**src/rtl/core/tdsu_pkg.sv**
```systemverilog
`timescale 1ns / 1ps
`default_nettype none

package tdsu_pkg;

	localparam int FIFO_DEPTH = 64;
	localparam int PTR_W      = $clog2(FIFO_DEPTH);

	typedef logic [PTR_W-1:0] ptr_t;

	localparam ptr_t PTR_LAST = ptr_t'(FIFO_DEPTH - 1);

	// item codes
	localparam logic [1:0] MODE_TICK  = 2'd0;
	localparam logic [1:0] MODE_WRITE = 2'd1;
	localparam logic [1:0] MODE_READ  = 2'd2;

	// bit counter landmarks; the transmit engine uses all, the receive engine only BC_IDLE, BC_FIRST and BC_LAST_DATA
	localparam logic [3:0] BC_IDLE      = 4'd0;
	localparam logic [3:0] BC_FIRST     = 4'd1;
	localparam logic [3:0] BC_LAST_DATA = 4'd8;
	localparam logic [3:0] BC_STOP      = 4'd9;
	localparam logic [3:0] BC_GAP       = 4'd10;

	typedef struct packed {
		logic [1:0] mode;
		logic       rx_pin;
		logic [7:0] tx_byte;
	} cmd_t;

	typedef struct packed {
		logic       tx_pin;
		logic [7:0] rx_byte;
		logic       rx_byte_valid;
		logic       rx_available;
		logic       tx_accepted;
		logic       tx_busy;
		logic       rx_overflow;
	} res_t;

	typedef struct packed {
		logic line;
		logic busy;
		logic accepted;
	} tx_stat_t;

	typedef struct packed {
		logic byte_valid;
		logic available;
		logic overflow;
	} rx_stat_t;

	function automatic ptr_t ptr_next(input ptr_t p);
		return (p == PTR_LAST) ? '0 : p + 1'b1;
	endfunction

endpackage

`default_nettype wire

```
**src/rtl/core/tick_driven_soft_uart.sv**
```systemverilog
// Result path: an accepted item's status goes into stage 1, then into the output register.
// Throughput: one item per cycle while cmd_stall is low; each ring takes one pointer update
//   per cycle and answers a read from its registered RAM port, which bounds the rate.
// Reset: arst_n clears ring pointers, both bit engines, the transmit line (high) and the
//   overflow flag at once; ring contents are not cleared and need no clearing pass.
`timescale 1ns / 1ps
`default_nettype none

module tick_driven_soft_uart import tdsu_pkg::*; (
	input  wire logic clk,
	input  wire logic arst_n,
	input  wire logic cmd_valid,
	output      logic cmd_stall,
	input  wire cmd_t cmd,
	output      logic res_valid,
	input  wire logic res_stall,
	output      res_t res
);

	// Each item updates both engines in its accept cycle. The status the item leaves is
	// captured in stage 1 while the receive ring read, if any, completes in the RAM. Stage 1
	// then moves into the output register, which picks up the RAM read data.

	logic     fire;
	logic     move;
	tx_stat_t tx_stat;
	rx_stat_t rx_stat;
	logic [7:0] rx_rdata;

	logic     valid_s1;
	tx_stat_t tx_s1;
	rx_stat_t rx_s1;

	res_t     res_q;
	logic     res_valid_q;

	// the output register frees up when empty or when its beat is taken
	assign move = !res_valid_q || !res_stall;

	// stage 1 and the output register act as a skid pair: stall only when both are full and res_stall holds
	assign cmd_stall = valid_s1 && !move;
	assign fire      = cmd_valid && !cmd_stall;

	tdsu_tx u_tx (
		.clk   (clk),
		.arst_n(arst_n),
		.fire  (fire),
		.cmd   (cmd),
		.stat  (tx_stat)
	);

	tdsu_rx u_rx (
		.clk   (clk),
		.arst_n(arst_n),
		.fire  (fire),
		.cmd   (cmd),
		.stat  (rx_stat),
		.rdata (rx_rdata)
	);

	// Stage 1: hold the status of the item whose ring read is in flight. While stage 1
	// waits no read is issued, so the RAM read data holds as well.
	always_ff @(posedge clk or negedge arst_n) begin
		if (!arst_n) begin
			valid_s1 <= 1'b0;
		end else if (fire) begin
			valid_s1 <= 1'b1;
		end else if (move) begin
			valid_s1 <= 1'b0;
		end
	end

	always_ff @(posedge clk) begin
		if (fire) begin
			tx_s1 <= tx_stat;
			rx_s1 <= rx_stat;
		end
	end

	// Output register: advance stage 1 when free, drop the beat once taken.
	always_ff @(posedge clk or negedge arst_n) begin
		if (!arst_n) begin
			res_valid_q <= 1'b0;
		end else if (move) begin
			res_valid_q <= valid_s1;
		end
	end

	always_ff @(posedge clk) begin
		if (move && valid_s1) begin
			res_q.tx_pin        <= tx_s1.line;
			res_q.rx_byte       <= rx_s1.byte_valid ? rx_rdata : 8'd0;
			res_q.rx_byte_valid <= rx_s1.byte_valid;
			res_q.rx_available  <= rx_s1.available;
			res_q.tx_accepted   <= tx_s1.accepted;
			res_q.tx_busy       <= tx_s1.busy;
			res_q.rx_overflow   <= rx_s1.overflow;
		end
	end

	assign res_valid = res_valid_q;
	assign res       = res_q;

	// a stage 1 beat is never overwritten while the output is blocked
	a_s1_hold: assert property (@(posedge clk) disable iff (!arst_n)
		(valid_s1 && res_valid && res_stall) |=> (valid_s1 && $stable(tx_s1) && $stable(rx_s1)))
		else $error("stage 1 beat lost under output stall");

	// a read and a write are never answered in the same beat
	a_one_kind: assert property (@(posedge clk) disable iff (!arst_n)
		res_valid |-> !(res.tx_accepted && res.rx_byte_valid))
		else $error("write and read reported together");

	// the line only leaves idle high inside a frame
	a_line_busy: assert property (@(posedge clk) disable iff (!arst_n)
		(res_valid && !res.tx_pin) |-> res.tx_busy)
		else $error("transmit line low while transmitter idle");

	// an empty read carries a zero byte
	a_empty_read: assert property (@(posedge clk) disable iff (!arst_n)
		(res_valid && !res.rx_byte_valid) |-> (res.rx_byte == 8'd0))
		else $error("byte reported on a read that returned nothing");

endmodule

`default_nettype wire

```
**src/rtl/core/tdsu_ram.sv**
```systemverilog
`timescale 1ns / 1ps
`default_nettype none

module tdsu_ram #(
	parameter int WIDTH = 8,
	parameter int DEPTH = 64
) (
	input  wire logic                     clk,
	input  wire logic                     we,
	input  wire logic [$clog2(DEPTH)-1:0] waddr,
	input  wire logic [WIDTH-1:0]         wdata,
	input  wire logic                     re,
	input  wire logic [$clog2(DEPTH)-1:0] raddr,
	output      logic [WIDTH-1:0]         rdata
);

	logic [WIDTH-1:0] mem [DEPTH];

	// read data holds while no read is issued
	always_ff @(posedge clk) begin
		if (we) begin
			mem[waddr] <= wdata;
		end
		if (re) begin
			rdata <= mem[raddr];
		end
	end

endmodule

`default_nettype wire

```
**src/rtl/core/tdsu_tx.sv**
```systemverilog
`timescale 1ns / 1ps
`default_nettype none

module tdsu_tx import tdsu_pkg::*; (
	input  wire logic     clk,
	input  wire logic     arst_n,
	input  wire logic     fire,
	input  wire cmd_t     cmd,
	output      tx_stat_t stat
);

	ptr_t       wp_q, rp_q, wp_d, rp_d;
	logic       active_q, active_d;
	logic [7:0] shift_q, shift_d, shift_cur;
	logic [3:0] bc_q, bc_d;
	logic       line_q, line_d;
	logic       pend_q, pend_d;
	logic       we, re, accepted;
	logic [7:0] rdata;
	ptr_t       wp_nxt;

	tdsu_ram #(
		.WIDTH(8),
		.DEPTH(FIFO_DEPTH)
	) u_ring (
		.clk  (clk),
		.we   (we),
		.waddr(wp_q),
		.wdata(cmd.tx_byte),
		.re   (re),
		.raddr(rp_q),
		.rdata(rdata)
	);

	// a ring fetch arrives from the registered RAM read port the cycle after it is issued; the start bit never needs it
	assign shift_cur = pend_q ? rdata : shift_q;
	assign wp_nxt    = ptr_next(wp_q);

	always_comb begin
		wp_d     = wp_q;
		rp_d     = rp_q;
		active_d = active_q;
		shift_d  = shift_cur;
		bc_d     = bc_q;
		line_d   = line_q;
		pend_d   = 1'b0;
		we       = 1'b0;
		re       = 1'b0;
		accepted = 1'b0;
		if (fire) begin
			unique case (cmd.mode)
				MODE_TICK: begin
					if (active_q) begin
						priority if (bc_q == BC_IDLE) begin
							line_d = 1'b0;
							bc_d   = BC_FIRST;
						end else if (bc_q <= BC_LAST_DATA) begin
							line_d  = shift_cur[0];
							shift_d = {1'b0, shift_cur[7:1]};
							bc_d    = bc_q + 4'd1;
						end else if (bc_q == BC_STOP) begin
							line_d = 1'b1;
							bc_d   = BC_GAP;
						end else begin
							active_d = 1'b0;
							if (wp_q != rp_q) begin
								re       = 1'b1;
								pend_d   = 1'b1;
								rp_d     = ptr_next(rp_q);
								bc_d     = BC_IDLE;
								active_d = 1'b1;
							end
						end
					end
				end
				MODE_WRITE: begin
					if (wp_nxt != rp_q) begin
						we       = 1'b1;
						wp_d     = wp_nxt;
						accepted = 1'b1;
						// idle means empty: forward the byte straight in
						if (!active_q) begin
							shift_d  = cmd.tx_byte;
							rp_d     = ptr_next(rp_q);
							bc_d     = BC_IDLE;
							active_d = 1'b1;
						end
					end
				end
				default: begin
				end
			endcase
		end
	end

	always_ff @(posedge clk or negedge arst_n) begin
		if (!arst_n) begin
			wp_q     <= '0;
			rp_q     <= '0;
			active_q <= 1'b0;
			shift_q  <= '0;
			bc_q     <= BC_IDLE;
			line_q   <= 1'b1;
			pend_q   <= 1'b0;
		end else begin
			wp_q     <= wp_d;
			rp_q     <= rp_d;
			active_q <= active_d;
			shift_q  <= shift_d;
			bc_q     <= bc_d;
			line_q   <= line_d;
			pend_q   <= pend_d;
		end
	end

	assign stat.line     = line_d;
	assign stat.busy     = active_d;
	assign stat.accepted = accepted;

endmodule

`default_nettype wire

```
**src/rtl/core/tdsu_rx.sv**
```systemverilog
`timescale 1ns / 1ps
`default_nettype none

module tdsu_rx import tdsu_pkg::*; (
	input  wire logic       clk,
	input  wire logic       arst_n,
	input  wire logic       fire,
	input  wire cmd_t       cmd,
	output      rx_stat_t   stat,
	output      logic [7:0] rdata
);

	ptr_t       wp_q, rp_q, wp_d, rp_d;
	logic [3:0] bc_q, bc_d;
	logic [7:0] shift_q, shift_d;
	logic       phase_q, phase_d;
	logic       ovf_q, ovf_d;
	logic       we, re, byte_valid;
	logic [2:0] bit_idx;
	ptr_t       wp_nxt;

	tdsu_ram #(
		.WIDTH(8),
		.DEPTH(FIFO_DEPTH)
	) u_ring (
		.clk  (clk),
		.we   (we),
		.waddr(wp_q),
		.wdata(shift_q),
		.re   (re),
		.raddr(rp_q),
		.rdata(rdata)
	);

	assign bit_idx = 3'(bc_q - 4'd1);
	assign wp_nxt  = ptr_next(wp_q);

	always_comb begin
		wp_d       = wp_q;
		rp_d       = rp_q;
		bc_d       = bc_q;
		shift_d    = shift_q;
		phase_d    = phase_q;
		ovf_d      = ovf_q;
		we         = 1'b0;
		re         = 1'b0;
		byte_valid = 1'b0;
		if (fire) begin
			unique case (cmd.mode)
				MODE_TICK: begin
					priority if (bc_q == BC_IDLE) begin
						if (!cmd.rx_pin) begin
							bc_d    = BC_FIRST;
							shift_d = '0;
							phase_d = 1'b0;
						end
					end else if (bc_q <= BC_LAST_DATA) begin
						if (phase_q) begin
							if (cmd.rx_pin) begin
								shift_d = shift_q | (8'd1 << bit_idx);
							end
							bc_d    = bc_q + 4'd1;
							phase_d = 1'b0;
						end else begin
							phase_d = 1'b1;
						end
					end else begin
						// stop bit: store on high, drop and flag when full
						if (phase_q) begin
							if (cmd.rx_pin) begin
								if (wp_nxt == rp_q) begin
									ovf_d = 1'b1;
								end else begin
									we   = 1'b1;
									wp_d = wp_nxt;
								end
							end
							bc_d = BC_IDLE;
						end else begin
							phase_d = 1'b1;
						end
					end
				end
				MODE_READ: begin
					if (wp_q != rp_q) begin
						re         = 1'b1;
						rp_d       = ptr_next(rp_q);
						byte_valid = 1'b1;
					end
				end
				default: begin
				end
			endcase
		end
	end

	always_ff @(posedge clk or negedge arst_n) begin
		if (!arst_n) begin
			wp_q    <= '0;
			rp_q    <= '0;
			bc_q    <= BC_IDLE;
			shift_q <= '0;
			phase_q <= 1'b0;
			ovf_q   <= 1'b0;
		end else begin
			wp_q    <= wp_d;
			rp_q    <= rp_d;
			bc_q    <= bc_d;
			shift_q <= shift_d;
			phase_q <= phase_d;
			ovf_q   <= ovf_d;
		end
	end

	assign stat.byte_valid = byte_valid;
	assign stat.available  = (wp_d != rp_d);
	assign stat.overflow   = ovf_d;

endmodule

`default_nettype wire
```
**config.mk**
```make
export PLATFORM = sky130hd
export DESIGN_NAME = tick_driven_soft_uart
export DESIGN_NICKNAME = d
export VERILOG_FILES = /design/src/rtl/core/tdsu_pkg.sv /design/src/rtl/core/tick_driven_soft_uart.sv /design/src/rtl/core/tdsu_ram.sv /design/src/rtl/core/tdsu_tx.sv /design/src/rtl/core/tdsu_rx.sv
export SDC_FILE = /design/constraint.sdc
export NUM_CORES = 1
export LEC_CHECK = 0
export BUFFER_PORTS_ARGS = -buffer_cell sky130_fd_sc_hd__buf_2
export CAP_MARGIN = 20
export CORE_MARGIN = 2
export CORE_UTILIZATION = 35
export DETAILED_ROUTE_END_ITERATION = 8
export GPL_ROUTABILITY_DRIVEN = 0
export MAX_ROUTING_LAYER = met4
export SYNTH_ARGS = -nofsm -noshare
export SYNTH_HDL_FRONTEND = slang
export SYNTH_HIERARCHICAL = 1
export SYNTH_SLANG_ARGS = --single-unit
export TNS_END_PERCENT = 10
```
**constraint.sdc**
```tcl
create_clock -name clk -period 4.8 [get_ports clk]
set_input_delay 0.96 -clock clk [delete_from_list [all_inputs] [get_ports clk]]
set_output_delay 0.96 -clock clk [all_outputs]
set_load 0.02 [all_outputs]
```
* After elaboration in Yosys (flattened, before gate mapping)
Memories as Yosys holds them, arrays and structs flattened. A register that Yosys moved wholly into a read port is not among the register bits. Index checks and enable logic that the tools add are counted. Widths: inputs -> output; s select.
Operators by class: add/sub/neg operators 7, $lt $le $gt $ge 2, eq/ne operators 21, shifts and indexed selects 1, mux-type cells 98, bitwise gates (word level) 1, reduce and logical (&&, ||, !) cells 22
Operators by type and width (count):
- $mux 6 | 21
- $mux 8 | 12
- $mux 1 | 49
- $mux 4 | 12
- $add 6x1->6 const B | 4
- $eq 6x6->1 const B | 4
- $ne 6x6->1 | 4
- $pmux 8 s2 | 1
- $ne 2x2->1 const B | 7
- $pmux 6 s2 | 1
- $reduce_and 6->1 | 2
- $reduce_bool 2->1 | 5
- $reduce_and 9->1 | 1
- $add 4x1->4 const B | 2
- $le 4x4->1 const B | 2
- $logic_not 4->1 | 2
- $or 8x8->8 | 1
- $pmux 4 s2 | 1
- $shl 1x3->8 const A | 1
- $eq 6x6->1 | 1
- $reduce_and 3->1 | 2
- $ne 5x5->1 const B | 1
- $eq 4x4->1 const B | 1
- $logic_not 1->1 | 4
- 9 further kinds | 11
Storage, ports and cells: register bits after elaboration 75, bits in writable memories 1024, output and inout port bits 16, logic and storage cells 182, memories kept 2
Memories:
- u_rx.u_ring.mem | depth 64, bits a word 8, read ports 1, clocked after Yosys merged registers in 1, write ports 1, RTL line tdsu_ram.sv:17 | logic [WIDTH-1:0] mem [DEPTH];
- u_tx.u_ring.mem | depth 64, bits a word 8, read ports 1, clocked after Yosys merged registers in 1, write ports 1, RTL line tdsu_ram.sv:17

* Depth between registers and ports, before layout
Gate-level depths: netlist of the first run.
depth after elaboration 12, mapped depth 11

* By module
The synthesis of the first run kept the hierarchy.
By module, submodules not included:
- tdsu_ram at u_rx.u_ring | instances 1, cells an instance 972, area each 20270.7 sq um, seq. area each 15615.0 sq um
- tdsu_ram at u_tx.u_ring | instances 1, cells an instance 940, area each 20246.9 sq um, seq. area each 15615.0 sq um
- tdsu_tx | instances 1, cells an instance 234, area each 2135.8 sq um, seq. area each 676.9 sq um
- tdsu_rx | instances 1, cells an instance 196, area each 1843.0 sq um, seq. area each 650.6 sq um
- tick_driven_soft_uart | instances 1, cells an instance 36, area each 743.2 sq um, seq. area each 650.6 sq um

* Worst setup path before layout of the first run
OpenSTA, ideal clock, no wires.
path kind input to register, from in res_stall, to mem u_rx.u_ring.mem[33][0] (enable), arrival 3.411 ns, data required time 4.430 ns, path slack 1.019 ns, cell stages on the path 9, cell sequence nand3_2 and2_1 or3b_4 or3_4 nor2_1 nand2_1 or3_1 clkbuf_1 nor2_1
On the way: cells in the longest elaborated chain, start to end 9
RTL lines:
- start, declared | RTL line tick_driven_soft_uart.sv:16 | input wire logic res_stall,
- $logic_not 1->1 | RTL line tick_driven_soft_uart.sv:38 | assign move = !res_valid_q || !res_stall;
- $logic_or 1x1->1 | RTL line tick_driven_soft_uart.sv:38
- $logic_not 1->1 | RTL line tick_driven_soft_uart.sv:41 | assign cmd_stall = valid_s1 && !move;
- $logic_and 1x1->1 | RTL line tick_driven_soft_uart.sv:41
- $logic_not 1->1 | RTL line tick_driven_soft_uart.sv:42 | assign fire = cmd_valid && !cmd_stall;
- $logic_and 1x1->1 | RTL line tick_driven_soft_uart.sv:42
- via fire | RTL line tick_driven_soft_uart.sv:24 | logic fire;
- $mux 1 | RTL line tdsu_rx.sv:48 | if (fire) begin
- via u_rx.we | RTL line tdsu_rx.sv:18 | logic we, re, byte_valid;
- $mux 1 | RTL line tdsu_ram.sv:21 | if (we) begin
- $mux 1 (implied by the code) | RTL line tdsu_ram.sv:22 | mem[waddr] <= wdata;
- end, declared | RTL line tdsu_ram.sv:17
The timed path passes the listed nets, and every way through them passes these cells.

==> results of run 1 <==
==> placed cells by master, fill, tap and decap left out, types with 25 or more instances in the layout <==
| cell type | instances |
|---|---|
| edfxtp_1 | 1060 |
| nor2b_1 | 28 |
| nand3_1 | 52 |
| buf_4 | 143 |
| mux2i_1 | 59 |
| clkbuf_16 | 105 |
| a21oi_1 | 25 |
| mux4_2 | 250 |
| buf_2 | 30 |
| o22ai_1 | 33 |
| nand2_1 | 80 |
| dfrtp_1 | 39 |
| nor2_1 | 204 |
| o21ai_0 | 28 |
==> worst max-delay path: cells and delay by family (launching register included) <==
family | cells | cell delay (ns)
simple gates | 6 | 1.94
compound gates | 2 | 0.84
flops | 1 | 0.68
fa+ha+maj | 1 | 0.40
buf+inv | 1 | 0.22
==> cells in the mapped netlist, types with 5 or more instances <==
library cell and count:
a2111oi_0 5, o31ai_1 6, o41ai_1 5, nor2b_1 28, mux2_2 16, buf_2 34, a221oi_1 13, a211oi_1 7
edfxtp_1 1060, nand3_1 52, nor3b_1 5, o21ai_1 6, xor2_1 21, or3_1 7, o221ai_1 22, nand2_1 80
a21o_1 9, inv_1 18, a21oi_1 25, dfrtp_1 54, nor3_1 14, or4_1 7, mux4_2 250, xnor2_1 7
a22oi_1 12, nor2_1 204, clkbuf_1 48, and3_1 5, and2_1 11, ha_1 12, a31oi_1 16, nand4_1 7
nand3b_1 13, buf_1 6, or2_2 10, nor4_1 6, o21ai_0 28, mux2i_1 59, o22ai_1 33, buf_4 30
o211ai_1 5, nand2b_1 18, buf_6 16
==> flip-flops by register name, summed over array words and instances, names as in the netlist, 8 cells and up <==
name and count:
u_tx/u_ring/rdata 8, u_tx/u_ring/mem 512, u_rx/shift_q 8, u_tx/shift_q 8
res 14, u_rx/u_ring/mem 512, u_rx/u_ring/rdata 8
==> metal layers <==
metal	global-route usage	up-vias
li1	-	9990
met1	0.218	12200
met5	-	-
met4	0.0385	0
met3	0.0247	169
met2	0.259	895
==> layout make-up <==
class,instances,share of cell area
Tap cell,1662,0.0405
Antenna cell,1,0.0000488
Clock inverter,73,0.0158
Multi-Input combinational cell,1104,0.216
Sequential cell,1115,0.648
Clock buffer,119,0.0523
Timing Repair Buffer,176,0.0252
Inverter,21,0.00159
==> where the power goes <==
group / leakage (nW) / switching (mW) / internal, mW
Combinational: 4.41 / 3.98 / 2.82
Clock: 1.68 / 3.58 / 4.83
Sequential: 10.1 / 0.449 / 11.3
==> worst max path at each step <==
stage	startpoint	to	slack (ns)	depth (start not counted)
after detailed placement	u_tx/wp_q[0]	u_tx/u_ring/mem[18][6]	0.43	10
after floorplan	res_stall	u_rx/u_ring/mem[33][0]	1.02	9
after global routing	u_tx/wp_q[0]	u_tx/u_ring/mem[2][2]	0.05	10
after CTS	u_tx/wp_q[0]	u_tx/u_ring/mem[2][6]	0.41	10
final	u_tx/wp_q[0]	u_tx/u_ring/mem[32][3]	0.35	10
after global placement	res_stall	u_tx/u_ring/mem[28][6]	0.64	10
==> cell families (layout without fill, tap and decap cells) <==
family                     Yosys count  after routing  synth area share
DFF                               1115           1115             0.734
and+or+nand+nor                    488            488            0.0526
muxes                              328            328             0.142
AOI/OAI and AO/OA                  244            244            0.0403
buffers and inverters              159            389            0.0206
xor gates and xnor gates            30             30           0.00631
adders and majority gates           14             14           0.00376
other                                0              1                 0
==> results.sh, run 1 <==
export IMPL_antenna_found_initial=1
export IMPL_status="complete, no violations"
export IMPL_fin_setup_tns_ns=0
export IMPL_postCtsHoldBufs=0
export IMPL_synth_edff_count=1060
export IMPL_timing_fmax_ghz=0.225
export IMPL_rsz0062_at_grt="no"
export IMPL_route_antenna_remaining_nets=0
export IMPL_cts_clk_slew_worst_paths_ns=0.06
export IMPL_fin_area_sq_um=51300
export IMPL_clock_sinks=1115
export IMPL_min_period_ns=4.45
export IMPL_syn_cell_area_sq_um=45200
export IMPL_r2r_start="u_tx/wp_q[0]"
export IMPL_syn_nets=2405
export IMPL_grt_max_degree=83
export IMPL_ys_ff_latch=1115
export IMPL_drcViolationCount=0
export IMPL_critical_path_cell_chain="ha_1 -> and3_1 -> and3_1 -> nor2_1 -> a211o_2 -> a21o_1 -> inv_4 -> nor2b_1 -> nand2_1 -> nor2_1"
export IMPL_n_fill_cell=11300
export IMPL_die_area_sq_um=132000
export IMPL_coreArea_sq_um=128000
export IMPL_instances_no_fill=4271
export IMPL_htreeDepth=3
export IMPL_placed_cells=4078
export IMPL_pre_cts_ws_ns=0.434
export IMPL_drtIter0Drc=2718
export IMPL_grt_pass1_vias=23400
export IMPL_ir_drop_v=0.000332
export IMPL_highest_layer="met4"
export IMPL_port_buffers=30
export IMPL_worstPathArrival_ns=4.77
export IMPL_worstSkewPairLatency_ns=0.70
export IMPL_cts_buffers=104
export IMPL_async_flop_share=0.0493
export IMPL_viasPerCell=5.45
export IMPL_gr_total_overflow=0
export IMPL_critPathKind="flop to flop"
export IMPL_hold_ws_ns=0.388
export IMPL_cp_max_fo=16
export IMPL_worstMarginPinSlew_ns=1.06
export IMPL_synthFlopType="edfxtp_1"
export IMPL_p_leak_nw=16.2
export IMPL_die_x_um=364
export IMPL_fin_crit_sh=0.928
export IMPL_r2r_slack_ns=0.35
export IMPL_cp_end_kind="flop"
export IMPL_die_y_um=364
export IMPL_nNetsFinal=2549
export IMPL_hold_violations=0
export IMPL_ys_types=95
export IMPL_clockRootBuffer="clkbuf_16"
export IMPL_wl_per_cell_um=24.4
export IMPL_required_ns=5.12
export IMPL_clock_skew_final_ns=0.0231
export IMPL_syn_area_per_cell_sq_um=19.0
export IMPL_num_io_pins=31
export IMPL_ctsResizeCount=0
export IMPL_synth_area_leader_cell="edfxtp_1"
export IMPL_drt_met1_wl_mm=44.6
export IMPL_rr_endpoint="u_tx/u_ring/mem[32][3]"
export IMPL_ys_warn_count=6
export IMPL_cpPeakStageDelay_ns=0.74
export IMPL_initial_core_util=0.354
export IMPL_synthCells=2378
export IMPL_wl_mm=104
export IMPL_ff2ff_path_depth=10
export IMPL_max_slew_margin_rel=0.292
export IMPL_cts_path_max_buffers=3
export IMPL_finalPower_mw=27.0
export IMPL_max_cap_violations=0
export IMPL_multi_input_comb_area_sq_um=11100
export IMPL_drv_slew=0
export IMPL_post_cts_setup_buffer_count=0
export IMPL_dp_hpwl_mm=66.0
export IMPL_slowest_stage="nor2_1"
export IMPL_dr_total_vias=23300
export IMPL_dr_wl_met2_mm=51.1
export IMPL_synth_area_leaders="edfxtp_1, mux4_2, dfrtp_1, nor2_1, mux2i_1"
export IMPL_rows=131
export IMPL_pwr_density_cell_nw_per_um2=526
export IMPL_hp_class="primary input to async pin"
export IMPL_finalWorstSetupSlack_ns=0.347
export IMPL_startpoint_type="flop"
export IMPL_wl_met3_mm=6.27
export IMPL_finalSetupViolCount=0
export IMPL_grt_pass1_wl_mm=156
export IMPL_syn_to_final_growth_pct=13.4
export IMPL_final_seq_area_sq_um=33200
export IMPL_cts_tree="built"
export IMPL_track_usage=0.162
export IMPL_postLayoutCoreUtil=0.401
export IMPL_yosysSeqAreaShare=0.734
export IMPL_synthDominantCellAreaShare=0.704
export IMPL_first_pass_iters=7
export IMPL_drive_gt1_frac=0.253
export IMPL_place_area_sq_um=47800
No activity file was read; power rests on OpenSTA's default activity.
==> run 2: changes to the inputs <==
--- a/config.mk
+++ b/config.mk
@@ -7,6 +7,7 @@
 export LEC_CHECK = 0
 export BUFFER_PORTS_ARGS = -buffer_cell sky130_fd_sc_hd__buf_2
 export CAP_MARGIN = 20
+export CORE_ASPECT_RATIO = 1.4
 export CORE_MARGIN = 2
 export CORE_UTILIZATION = 35
 export DETAILED_ROUTE_END_ITERATION = 8
==> run 2 against run 1 <==
- sequential power hardly changed
- non-clock buffer count is 17 lower
- first-iteration DRC count is 13% lower
- utilization is 0.30 points lower
- routed wire length is 0.99% higher
- die area hardly changed
- combinational power is 1% lower
- sequential cell count stayed put
- critical path type unchanged
==> results.sh, run 2 (synthesis gave the netlist of run 1 again) <==
export IMPL_status="complete, no violations"
export IMPL_hold_violations=0
export IMPL_drcViolationCount=0
export IMPL_critical_path_cell_chain="ha_1 -> and3_1 -> and3_1 -> nor2_1 -> a211o_2 -> a21o_1 -> inv_4 -> nor2b_1 -> nand2_1 -> nor2_1"
export IMPL_max_cap_violations=0
export IMPL_slowest_stage="dfrtp_1"
export IMPL_grt_pass1_vias=23800
export IMPL_coreArea_sq_um=129000
export IMPL_startpoint_type="flop"
export IMPL_n_fill_cell=11300
export IMPL_post_cts_setup_buffer_count=0
export IMPL_rsz0062_at_grt="no"
export IMPL_final_cell_mix="edfxtp_1, mux4_2, nor2_1"
export IMPL_nNetsFinal=2535
export IMPL_ff2ff_path_depth=10
export IMPL_wl_mm=105
export IMPL_endpoint="u_tx/u_ring/mem[2][3]"
export IMPL_crit_cells=10
export IMPL_wl_per_cell_um=24.8
export IMPL_postLayoutCoreUtil=0.398
export IMPL_min_period_ns=4.50
export IMPL_r2r_slack_ns=0.30
export IMPL_drive_gt1_frac=0.249
export IMPL_grtUsageMet2=0.290
export IMPL_gr_usage_met1=0.188
export IMPL_cts_clk_slew_worst_paths_ns=0.07
export IMPL_finalSetupViolCount=0
export IMPL_antenna_cells=0
export IMPL_route_antenna_remaining_nets=0
export IMPL_layout_commonest_cell="edfxtp_1"
export IMPL_rr_endpoint="u_tx/u_ring/mem[2][3]"
export IMPL_num_io_pins=31
export IMPL_drv_slew=0
export IMPL_crit_buf_inv=1
export IMPL_worstMarginPinSlew_ns=1.21
export IMPL_r2r_start="u_tx/wp_q[1]"
export IMPL_cts_path_max_buffers=3
export IMPL_p_leak_nw=16.2
export IMPL_critPathKind="flop to flop"
export IMPL_initial_core_util=0.352
export IMPL_grt_max_degree=92
export IMPL_die_x_um=308
export IMPL_required_ns=5.11
export IMPL_cts_buffers=107
export IMPL_antenna_found_initial=0
export IMPL_cp_end_kind="flop"
export IMPL_drtIter0Drc=2364
export IMPL_hp_class="primary input to async pin"
export IMPL_viasPerCell=5.42
export IMPL_use_met3=0.0201
export IMPL_clockRootBuffer="clkbuf_16"
export IMPL_postCtsHoldBufs=0
export IMPL_cpPeakStageDelay_ns=0.71
export IMPL_cts_tree="built"
export IMPL_cp_max_fo=18
export IMPL_max_slew_margin_rel=0.184
export IMPL_die_area_sq_um=132000
export IMPL_clock_skew_final_ns=0.0301
export IMPL_die_y_um=429
export IMPL_track_usage=0.163
export IMPL_critPathLaunch="u_tx/wp_q[1]"
export IMPL_worstPathArrival_ns=4.81
export IMPL_fin_setup_tns_ns=0
export IMPL_dp_hpwl_mm=68.7
export IMPL_ctsResizeCount=0
export IMPL_htreeDepth=3
export IMPL_dr_total_vias=23100
export IMPL_ir_drop_v=0.000354
export IMPL_first_pass_iters=5
export IMPL_timing_fmax_ghz=0.222
export IMPL_clock_sinks=1115
export IMPL_worstSkewPairLatency_ns=0.71
export IMPL_grt_pass1_wl_mm=156
export IMPL_crit_family="simple AND/OR/NAND/NOR gates"
export IMPL_fin_crit_sh=0.938
export IMPL_port_buffers=30
export IMPL_gr_total_overflow=0
export IMPL_pwr_density_cell_nw_per_um2=527
export IMPL_grt_busiest_layer="met2"
export IMPL_rows=156
export IMPL_syn_to_final_growth_pct=13.2
-- run 2: changes by cell type in the layout (fill, tap and decap cells not counted), sizes merged --
cell | previous run | this run
clkinv | 47 | 42
clkinvlp | 10 | 6
diode | 1 | 0
clkbuf | 119 | 132
bufinv | 15 | 12
buf | 176 | 159
inv | 22 | 26
-- run 2: metal layers --
metal | part of all wire | wire length, um
met1 | 0.38 | 39800
met5 | 0 | 0
met3 | 0.051 | 5350
met2 | 0.54 | 56900
met4 | 0.032 | 3360
-- run 2: worst min-delay path by stage --
stage / start / end / slack, ns / cells past startpoint
CTS: arst_n / u_tx/wp_q[1] / 0.42 / 2
finish: arst_n / u_rx/shift_q[2] / 0.43 / 2
global route: tx_s1[2] / res[13] / 0.44 / 0
detailed placement: tx_s1[1] / res[1] / 0.41 / 0
floorplan: rx_s1[0] / res[0] / 0.40 / 0
global placement: tx_s1[1] / res[1] / 0.41 / 0
-- run 2: area by class of cell --
class,instances,area [sq um],area share
multi-input cells,1104,11100,0.217
repair buffers,159,1130,0.0221
well taps,1659,2080,0.0405
inverters,21,81.3,0.00159
clock buffers,132,2840,0.0555
flip-flops and latches,1115,33200,0.649
clock inverters,65,732,0.0143
-- run 2: through the flow --
| step | setup slack, ns | cell area (sq um) | hold slack, ns | total power [mW] | std cells |
|---|---|---|---|---|---|
| global route | 0.0568 | 51200 | 0.437 | 28.0 | 4255 |
| global placement | 0.519 | 47600 | 0.410 | 18.7 | 4058 |
| CTS | 0.344 | 51200 | 0.419 | 27.3 | 4255 |
| finish | 0.297 | 51200 | 0.426 | 27.0 | 4255 |
| detailed placement | 0.381 | 47600 | 0.413 | 18.8 | 4058 |
| floorplan | 1.02 | 45200 | 0.400 | 16.7 | 2378 |
-- run 2: power by group --
group	switching (mW)	internal [mW]
registers	0.467	11.3
logic	3.93	2.80
clock network	3.63	4.88
==> run 3: changes to the inputs <==
--- a/config.mk
+++ b/config.mk
@@ -5,6 +5,7 @@
 export SDC_FILE = /design/constraint.sdc
 export NUM_CORES = 1
 export LEC_CHECK = 0
+export ABC_AREA = 1
 export BUFFER_PORTS_ARGS = -buffer_cell sky130_fd_sc_hd__buf_2
 export CAP_MARGIN = 20
 export CORE_ASPECT_RATIO = 1.4
==> run 3 against run 2 <==
- critical path depth up 3
- global-route usage up 1.8 points
- critical path type unchanged
- clock power up 5.2%
- highest routed layer unchanged
- worst hold slack worse by 0.13 ns
- maximum frequency up 5.8%
- critical endpoint is now u_tx/u_ring/mem[44][4]
- sequential cell count unchanged
- largest cell class unchanged
- design area up 2.9%
- via count up 34%
- power up 12%
==> results.sh, run 3 <==
export IMPL_status="complete, no violations"
export IMPL_final_seq_area_sq_um=33200
export IMPL_cts_path_max_buffers=3
export IMPL_startpoint_type="flop"
export IMPL_slowest_stage="nor2_1"
export IMPL_critical_path_cell_chain="ha_1 -> nand2_1 -> nor2_2 -> nand2_2 -> nand2_1 -> nand2_1 -> nand3_1 -> nor2_2 -> nand2_4 -> nand2_4 -> nor2_4 -> nand4_1 -> nor2_1"
export IMPL_critPathLaunch="u_tx/wp_q[1]"
export IMPL_async_flop_share=0.0493
export IMPL_die_x_um=315
export IMPL_wl_per_cell_um=20.1
export IMPL_coreArea_sq_um=134000
export IMPL_num_io_pins=31
export IMPL_ctsResizeCount=0
export IMPL_synthCells=4247
export IMPL_r2r_start="u_tx/wp_q[1]"
export IMPL_p_leak_nw=19.2
export IMPL_endpoint="u_tx/u_ring/mem[44][4]"
export IMPL_initial_core_util=0.353
export IMPL_finalPower_mw=30.2
export IMPL_multi_input_comb_area_sq_um=12100
export IMPL_drv_slew=0
export IMPL_dp_hpwl_mm=76.3
export IMPL_viasPerCell=5.09
export IMPL_clockRootBuffer="clkbuf_16"
export IMPL_worstPathArrival_ns=4.57
export IMPL_synthDominantCellAreaShare=0.671
export IMPL_synthSimpleGateAreaFrac=0.241
export IMPL_syn_area_per_cell_sq_um=11.2
export IMPL_final_cell_mix="nand2_1, edfxtp_1, nand3_1"
export IMPL_synthFlopType="edfxtp_1"
export IMPL_antenna_found_initial=1
export IMPL_required_ns=5.11
export IMPL_nNetsFinal=4246
export IMPL_hp_class="primary input to async pin"
export IMPL_antenna_cells=0
export IMPL_cp_max_fo=14
export IMPL_synth_edff_count=1060
export IMPL_fin_setup_tns_ns=0
export IMPL_route_antenna_remaining_nets=0
export IMPL_synth_most_common_cell="nand2_1"
export IMPL_cpPeakStageDelay_ns=0.93
export IMPL_ys_ff_latch=1115
export IMPL_ys_warn_count=6
export IMPL_drtIter0Drc=3012
export IMPL_layout_commonest_cell="nand2_1"
export IMPL_postCtsHoldBufs=0
export IMPL_die_area_sq_um=139000
export IMPL_rsz0062_at_grt="no"
export IMPL_pwr_density_cell_nw_per_um2=573
export IMPL_hold_violations=0
export IMPL_rr_endpoint="u_tx/u_ring/mem[44][4]"
export IMPL_clock_sinks=1115
export IMPL_die_y_um=440
export IMPL_muxShareOfSynthArea=0
export IMPL_ys_types=46
export IMPL_hold_ws_ns=0.298
export IMPL_syn_to_final_growth_pct=11.0
export IMPL_drcViolationCount=0
export IMPL_grt_pass1_wl_mm=186
export IMPL_min_period_ns=4.26
export IMPL_synth_area_leader_cell="edfxtp_1"
export IMPL_max_slew_margin_rel=0.243
export IMPL_synthAdderAreaFrac=0.00317
export IMPL_yosysSeqAreaShare=0.700
export IMPL_ir_drop_v=0.000418
export IMPL_rows=159
export IMPL_ff2ff_path_depth=13
export IMPL_cts_tree="built"
export IMPL_synth_xor_area_frac=0.00203
export IMPL_post_cts_setup_buffer_count=0
export IMPL_synth_compound_area_frac=0.00913
export IMPL_clock_skew_final_ns=0.0315
export IMPL_critPathKind="flop to flop"
export IMPL_htreeDepth=3
export IMPL_synth_top_family_by_area="simple AND/OR/NAND/NOR gates"
export IMPL_grt_pass1_vias=30800
export IMPL_track_usage=0.180
export IMPL_drive_gt1_frac=0.0783
export IMPL_gr_total_overflow=0
export IMPL_fin_crit_sh=0.887
export IMPL_cts_clk_slew_worst_paths_ns=0.07
export IMPL_worstMarginPinSlew_ns=1.14
export IMPL_timing_fmax_ghz=0.235
export IMPL_grt_max_degree=236
export IMPL_synth_area_leaders="edfxtp_1, nand2_1, nand3_1, dfrtp_1, buf_6"
export IMPL_cp_end_kind="flop"
export IMPL_port_buffers=30
export IMPL_wl_mm=123
export IMPL_cpMostUsedCell="nand2_1"
export IMPL_r2r_slack_ns=0.54
export IMPL_syn_nets=4274
export IMPL_max_cap_violations=0
export IMPL_n_fill_cell=12900
export IMPL_syn_cell_area_sq_um=47400
export IMPL_dr_total_vias=31000
export IMPL_finalSetupViolCount=0
export IMPL_synth_common_cells="nand2_1, edfxtp_1, nand3_1, nor2_1, inv_1"
export IMPL_worstSkewPairLatency_ns=0.68
export IMPL_first_pass_iters=7
export IMPL_cts_buffers=109
[run 3: cell count changes after synthesis, moves of 22 or more]
cell	previous run	this run
buf_2	34	94
buf_6	16	60
clkbuf_1	48	26
inv_1	18	123
mux2i_1	59	0
mux4_2	250	0
nand2_1	80	1497
nand3_1	52	944
nor2_1	204	150
nor2b_1	28	0
o221ai_1	22	0
o22ai_1	33	0
[run 3: worst max-delay path, delay by kind of cell, from the launching register on]
kind | cells | cell delay [ns]
flops | 1 | 0.65
fa+ha+maj | 1 | 0.34
simple gates | 12 | 2.86
[run 3: power breakdown]
group	internal, mW	switching [mW]
clock network	5.32	3.63
logic	2.35	6.63
registers	11.6	0.706
total	19.2	11.0
[run 3: how the worst min path moves through the flow]
| stage | to | start | cells after the start | slack [ns] |
|---|---|---|---|---|
| global placement | res[3] | rx_s1[1] | 0 | 0.40 |
| floorplan | res[0] | rx_s1[0] | 0 | 0.40 |
| global route | u_rx/bc_q[3] | arst_n | 1 | 0.34 |
| CTS | u_tx/active_q | arst_n | 1 | 0.30 |
| detailed placement | res[0] | rx_s1[0] | 0 | 0.40 |
| finish | u_tx/bc_q[3] | arst_n | 1 | 0.30 |
[run 3: metal layers]
layer  part of all wire  GRT usage  vias up
met5                  0          -        -
met4              0.047     0.0829        0
met3              0.052     0.0188      284
met2               0.51      0.313     1012
met1               0.39      0.210    15000
li1                   -          -    14700
[run 3: kinds of logic after synthesis]
| kind of cell | count (synthesis) |
|---|---|
| AOI/OAI and AO/OA | 72 |
| adders and majority gates | 12 |
| and+or+nand+nor | 2669 |
| xor gates and xnor gates | 11 |
| DFF | 1115 |
| buffers and inverters | 368 |
[run 3: stage by stage]
step	utilization	setup WS, ns	cell area, sq um	cells
after floorplan	-	1.27	47400	4247
after global placement	0.363	0.666	48800	5876
after detailed placement	0.363	0.508	48800	5876
after CTS	0.392	0.483	52600	6082
after global routing	0.392	0.304	52700	6085
final	0.392	0.543	52700	6085
[run 3: cell type report]
cell class | instances | share of cell area
clock buffers | 137 | 0.0559
clock inverters | 69 | 0.0160
inverters | 133 | 0.00976
multi-input cells | 2764 | 0.230
flip-flops and latches | 1115 | 0.631
well taps | 1771 | 0.0421
repair buffers | 96 | 0.0152
